--- config.mk ---
export PLATFORM = sky130hd
export DESIGN_NAME = rtt_fifo
export DESIGN_NICKNAME = d
export VERILOG_FILES = /design/src/sv/rtt_pkg.sv /design/src/sv/rtt_fifo.sv
export SDC_FILE = /design/constraint.sdc
export NUM_CORES = 1
export LEC_CHECK = 0
export BUFFER_PORTS_ARGS = -buffer_cell sky130_fd_sc_hd__buf_2
export CAP_MARGIN = 30
export CORE_ASPECT_RATIO = 1.5
export CORE_MARGIN = 8
export CORE_UTILIZATION = 51
export CTS_CLUSTER_SIZE = 40
export DETAILED_ROUTE_END_ITERATION = 12
export GPL_TIMING_DRIVEN = 1
export PLACE_DENSITY = 0.8
export SYNTH_ARGS = -nofsm -noshare
export SYNTH_HDL_FRONTEND = slang
export SYNTH_SLANG_ARGS = --single-unit
--- constraint.sdc ---
create_clock -name i_clk -period 5.18 [get_ports i_clk]
set_clock_uncertainty 0.15 [all_clocks]
set_input_delay 0.259 -clock i_clk [delete_from_list [all_inputs] [get_ports i_clk]]
set_output_delay 0.259 -clock i_clk [all_outputs]
set_load 0.005 [all_outputs]
--- src/sv/rtt_pkg.sv ---
// ----------------------------------------------------------------------------
// rtt_pkg
// Shared types, codes and sizes of the retransmission timer table.
// ----------------------------------------------------------------------------
package rtt_pkg;

    localparam int TABLE_DEPTH = 32;
    localparam int MAX_RESULTS = 32;
    localparam int IDX_W       = (TABLE_DEPTH > 1) ? $clog2(TABLE_DEPTH) : 1;
    localparam int CNT_W       = $clog2(MAX_RESULTS + 1);
    localparam int QUEUE_DEPTH = 4;
    localparam int QPTR_W      = $clog2(QUEUE_DEPTH);

    localparam logic [1:0] OP_ADD    = 2'd0;
    localparam logic [1:0] OP_ACK    = 2'd1;
    localparam logic [1:0] OP_CANCEL = 2'd2;
    localparam logic [1:0] OP_TICK   = 2'd3;

    localparam logic [2:0] ACT_PIN     = 3'd0;
    localparam logic [2:0] ACT_RESEND  = 3'd1;
    localparam logic [2:0] ACT_DROP    = 3'd2;
    localparam logic [2:0] ACT_RELEASE = 3'd3;
    localparam logic [2:0] ACT_FULL    = 3'd4;

    localparam logic REG_RESEND_INTERVAL = 1'b0;
    localparam logic REG_MAX_SENDS       = 1'b1;

    localparam logic [7:0] SENDS_SAT = 8'hFF;

    typedef struct packed {
        logic        is_add;
        logic        is_ack;
        logic        is_cancel;
        logic        is_tick;
        logic [31:0] packet_id;
        logic [31:0] user_id;
        logic [15:0] proto_num;
        logic [15:0] buffer_handle;
        logic [15:0] dest_handle;
        logic [15:0] data_len;
        logic [31:0] now_time;
    } t_cmd;

    typedef struct packed {
        logic [31:0] packet_id;
        logic [31:0] user;
        logic [15:0] proto;
        logic [15:0] buffer;
        logic [15:0] dest;
        logic [15:0] length;
        logic [31:0] deadline;
        logic [7:0]  sends;
    } t_entry;

    typedef struct packed {
        logic [15:0] resend_interval;
        logic [7:0]  max_sends;
    } t_cfg;

    typedef struct packed {
        logic [2:0]  action;
        logic [31:0] packet_id;
        logic [15:0] buffer;
        logic [15:0] dest;
        logic [15:0] length;
        logic [7:0]  sends;
    } t_result;

    typedef struct packed {
        logic full;
        logic empty;
    } t_qstat;

endpackage

--- src/sv/rtt_fifo.sv ---
// ----------------------------------------------------------------------------
// rtt_fifo
// Short command queue between the front end and the table engine.
// ----------------------------------------------------------------------------
module rtt_fifo import rtt_pkg::*; (
    input  logic   i_clk,
    input  logic   i_rst_n,
    input  logic   i_push,
    input  t_cmd   i_push_cmd,
    input  logic   i_pop,
    output t_cmd   o_head,
    output t_qstat o_stat
);
    t_cmd              r_mem [QUEUE_DEPTH];
    logic [QPTR_W-1:0] r_wr;
    logic [QPTR_W-1:0] r_rd;
    logic [QPTR_W:0]   r_count;

    assign o_head       = r_mem[r_rd];
    assign o_stat.full  = (r_count == (QPTR_W+1)'(QUEUE_DEPTH));
    assign o_stat.empty = (r_count == '0);

    always_ff @(posedge i_clk) begin
        if (i_push) begin
            r_mem[r_wr] <= i_push_cmd;
        end
    end

    always_ff @(posedge i_clk) begin
        if (!i_rst_n) begin
            r_wr    <= '0;
            r_rd    <= '0;
            r_count <= '0;
        end else begin
            if (i_push) begin
                r_wr <= r_wr + 1'b1;
            end
            if (i_pop) begin
                r_rd <= r_rd + 1'b1;
            end
            r_count <= r_count + (QPTR_W+1)'(i_push) - (QPTR_W+1)'(i_pop);
        end
    end
endmodule

== Word-level counts from Yosys, hierarchy flattened ==
Memory sizes are Yosys's and may differ from the RTL's. A register that Yosys moved wholly into a read port is not among the register bits.
Index checks and enable logic that the tools add are counted.

* Flip-flop bits (word level): 7
* Latch bits: 0
* Bits in writable memories: 656
* ROM bits: 0
* Bits of input ports: 168
* Output and inout port bits: 166
* Memories: 1

{| class="wikitable"
|+ Memory list
! name !! words !! bits a word !! read ports !! clocked after memory_dff !! wr ports !! RTL line !! RTL
|-
| r_mem || 4 || 164 || 1 || 1 || 1 || rtt_fifo.sv:14 || <nowiki>t_cmd r_mem [QUEUE_DEPTH];</nowiki>
|}

* Add/sub/neg operators: 4
* $mul: 0
* Divide/modulo/power cells: 0
* $lt $le $gt $ge: 0
* Eq/ne operators: 1
* Shift-type cells: 0
* Muxes and demuxes: 4
* Bitwise operators: 0
* Reductions and logical operators: 1

{| class="wikitable"
|+ Operators by type and width
! operator !! count
|-
| adder 2 x 1 -> 2 bit (second input constant) || 2
|-
| two-way mux 2 bit || 2
|-
| adder 3 x 1 -> 3 bit || 1
|-
| == test 3 bit (second input constant) || 1
|-
| zero test 3 bit || 1
|-
| subtractor 3 x 1 -> 3 bit || 1
|-
| two-way mux 1 bit || 2
|}

== Depth between registers and ports, before layout ==
* Depth in word-level cells: 3
* Mapped depth: 7
* Depth with buffers taken out: 7

== Least setup slack after synthesis ==
No wires, ideal clock.

* Path type: register to register
* Start point: register r_wr[0]
* End point: memory r_mem[0][0] in the netlist's numbering, enable pin
* Library setup time: 0.543 ns
* Data arrival time: 4.286 ns
* Required time: 4.487 ns
* Path slack: 0.201 ns
* Stages on the path, launching flop included: 4
* Path through: dfxtp_1 -> inv_1 -> ha_1 -> and2_1

{| class="wikitable"
|+ RTL lines
! element !! RTL line !! RTL
|-
| from (decl) || rtt_fifo.sv:15 || <nowiki>logic [QPTR_W-1:0] r_wr;</nowiki>
|-
| from (signal assigned) || rtt_fifo.sv:36 || <nowiki>r_wr <= r_wr + 1'b1;</nowiki>
|-
| to (decl) || rtt_fifo.sv:14 ||
|}

No word-level cell before the write port.

==> metrics <==
worst rel slew slack=38.35%; DRT Wirelength=between 50000 and 60000 um; Clock Tree Root=clkbuf_16; post-route ant nets=0; Crit Path Class=register to output port; Worst-Margin Slew=around 0.92 ns; CTS sink count=665; DR pass1 iterations=5; die area=54650 um2; layout cells sized above 1=40.65%; Cell Area, Synth=24120 um2; Final min period=3.245 ns; PortBufs=333; Crit. End Element=output port; pwr dens=380.5 nW/um2; DP Area=26460 um2; Die H=between 200 and 300 um; P&R area growth vs syn=24.03%; setup TNS=0 ns; IO Pins=334; Vias=roughly 12000; cell count after synthesis=roughly 900; filler instances=2927; Mapped Nets=roughly 1100; largest net degree at the start of global routing=75; RSZ-0062 raised after global routing=no; Yosys cell types=20; Nets=roughly 1600; period utilization=62.65%; clk_lat worst skew=0.57 ns; achievable frequency=between 300 and 400 MHz; grt ovf=0; Crit Path Max Fanout=39; H-tree Lvls=2; DRT iter0 DRCs=between 600 and 700; Final Hold Viols=0; placer congestion estimate=0.7579; PnR Total Power=11.38 mW; clock transition at the registers of the reported paths=0.07 ns; Crit path arrival time=2.84 ns; Clock Path Buffers=3; DRC Markers=0; antenna violations before repair=5; Worst EP required=4.77 ns; FP Rows=97; setup violators final=0; Max VDD drop=371.3 uV; outcome=complete, no violations; routed len/inst=24.75 um; HPWL after DPL=29880 um; GRT Util Overall=18.41%; vias in the first global route=12602; post-DR vias/cell=5.577; Core Footprint=46730 um2; Max Cap Violations=0; Yosys reg bits=~670; Post-Syn Area per Cell=26.83 um2; Hold WC Path Type=input port to register; Syn. warnings=0; cts bufs inserted=55; crit path launch type=register; effective utilization at floorplan=51.62%; Finished Cell Area=29910 um2; Leak=10.11 nW; TritonCTS clock tree=built; first-pass GRT wire length=76250 um; r2r setup slk=2.67 ns; sequential area share after synthesis=82.42%; die width=193.6 um; final slew viol count=0
## cell families (layout without fill, tap and decap cells)
family | after synthesis | in the layout | share of synthesized area (%)
compound gates | 2 | 2 | 0.06224
other cells | 0 | 4 | 0
mux | 165 | 165 | 15.36
buf+inv | 43 | 625 | 1.281
flops | 665 | 665 | 82.42
fa+ha+maj | 7 | 7 | 0.3943
simple gates | 14 | 14 | 0.3113
xor+xnor | 3 | 3 | 0.1712
## power breakdown
group | internal [mW] | leakage [nW] | switching (mW)
Sequential | 6.18 | 6.10 | 0.0896
Combinational | 0.580 | 3.17 | 0.554
Clock | 2.17 | 0.840 | 1.80
Total | 8.94 | 10.1 | 2.45
## synth_stat cells
master,n,area [um2]
a21bo_2,1,10.01
a21oi_1,1,5.000
and2_1,6,37.54
and3_1,1,6.260
buf_2,16,80.08
buf_4,2,15.01
buf_6,16,180.2
clkbuf_1,2,7.510
dfxtp_1,9,180.2
edfxtp_1,656,19700
fa_1,1,20.02
ha_1,6,75.07
inv_1,7,26.28
mux2i_1,1,10.01
mux4_2,164,3694
nand3b_1,1,7.510
nor2_1,5,18.77
nor3_1,1,5.000
xnor2_1,2,17.52
xor3_1,1,23.77
## what timing repair did
action,in CTS,in global routing
resized for setup,0,0
endpoints found under the hold margin,665,0
hold buffers,167,0
setup buffers,0,0
## cell type report
class / count / area (um2) / share of cell area (%)
Sequential cell: 665 / 19890 / 66.48
Inverter: 7 / 26.28 / 0.08784
Timing Repair Buffer: 516 / 3586 / 11.99
Tap cell: 594 / 743.2 / 2.485
Clock buffer: 70 / 1475 / 4.931
Clock inverter: 32 / 246.5 / 0.8240
Antenna cell: 4 / 10.01 / 0.03346
Multi-Input combinational cell: 191 / 3940 / 13.17
## state kept, by name, summed over array words and instances (netlist names), named ones only
register / flops
r_count: 3
r_rd: 2
r_mem: 656
r_wr: 2
## path summary, 6_finish.rpt
| path | startpoint | to | cells past startpoint |
|---|---|---|---|
| max | register | o_head[73] | 3 |
| min reg2reg | r_rd[1] | register | 2 |
| max reg2reg | r_wr[0] | r_mem[2][6] | 4 |
| min | i_push_cmd[120] | r_mem[0][120] | 2 |
## critical path, cell delays in order (launching register included)
cell and delay (ns):
dfxtp_4 0.87, buf_4 0.60, mux4_2 0.59, buf_2 0.15
## metrics by stage
step | setup WS [ns] | hold WS [ns] | util (%) | instances
floorplan | 0.2011 | 0.2079 | - | 899
global placement | 2.511 | 0.3181 | 56.62 | 1804
detailed placement | 2.477 | 0.3237 | 56.62 | 1804
CTS | 1.861 | 0.2449 | 63.88 | 2073
global route | 1.697 | 0.2732 | 64.01 | 2078
finish | 1.935 | 0.2908 | 64.02 | 2079
## per-layer routing
layer  vias up  global-route usage (%)  wire length (um)
li1       4966                       -                 -
met1      6052                   20.58             18140
met2       469                   33.81             27920
met3       106                   4.190              3435
met4         2                   7.555              1943
met5         -                       0                13
## layout by cell type, fill, tap and decap left out, drive strengths merged
cell,instances
edfxtp,656
buf,349
dlygate4sd3,167
mux4,164
clkbuf,70
clkinv,22
inv,9
dfxtp,9
ha,6
and2,6
nor2,5
clkinvlp,5
diode,4
bufinv,3
xnor2,2
nor3,1
and3,1
a21bo,1
nand3b,1
a21oi,1
mux2i,1
xor3,1
fa,1
Power figures use the tool's default switching activity.
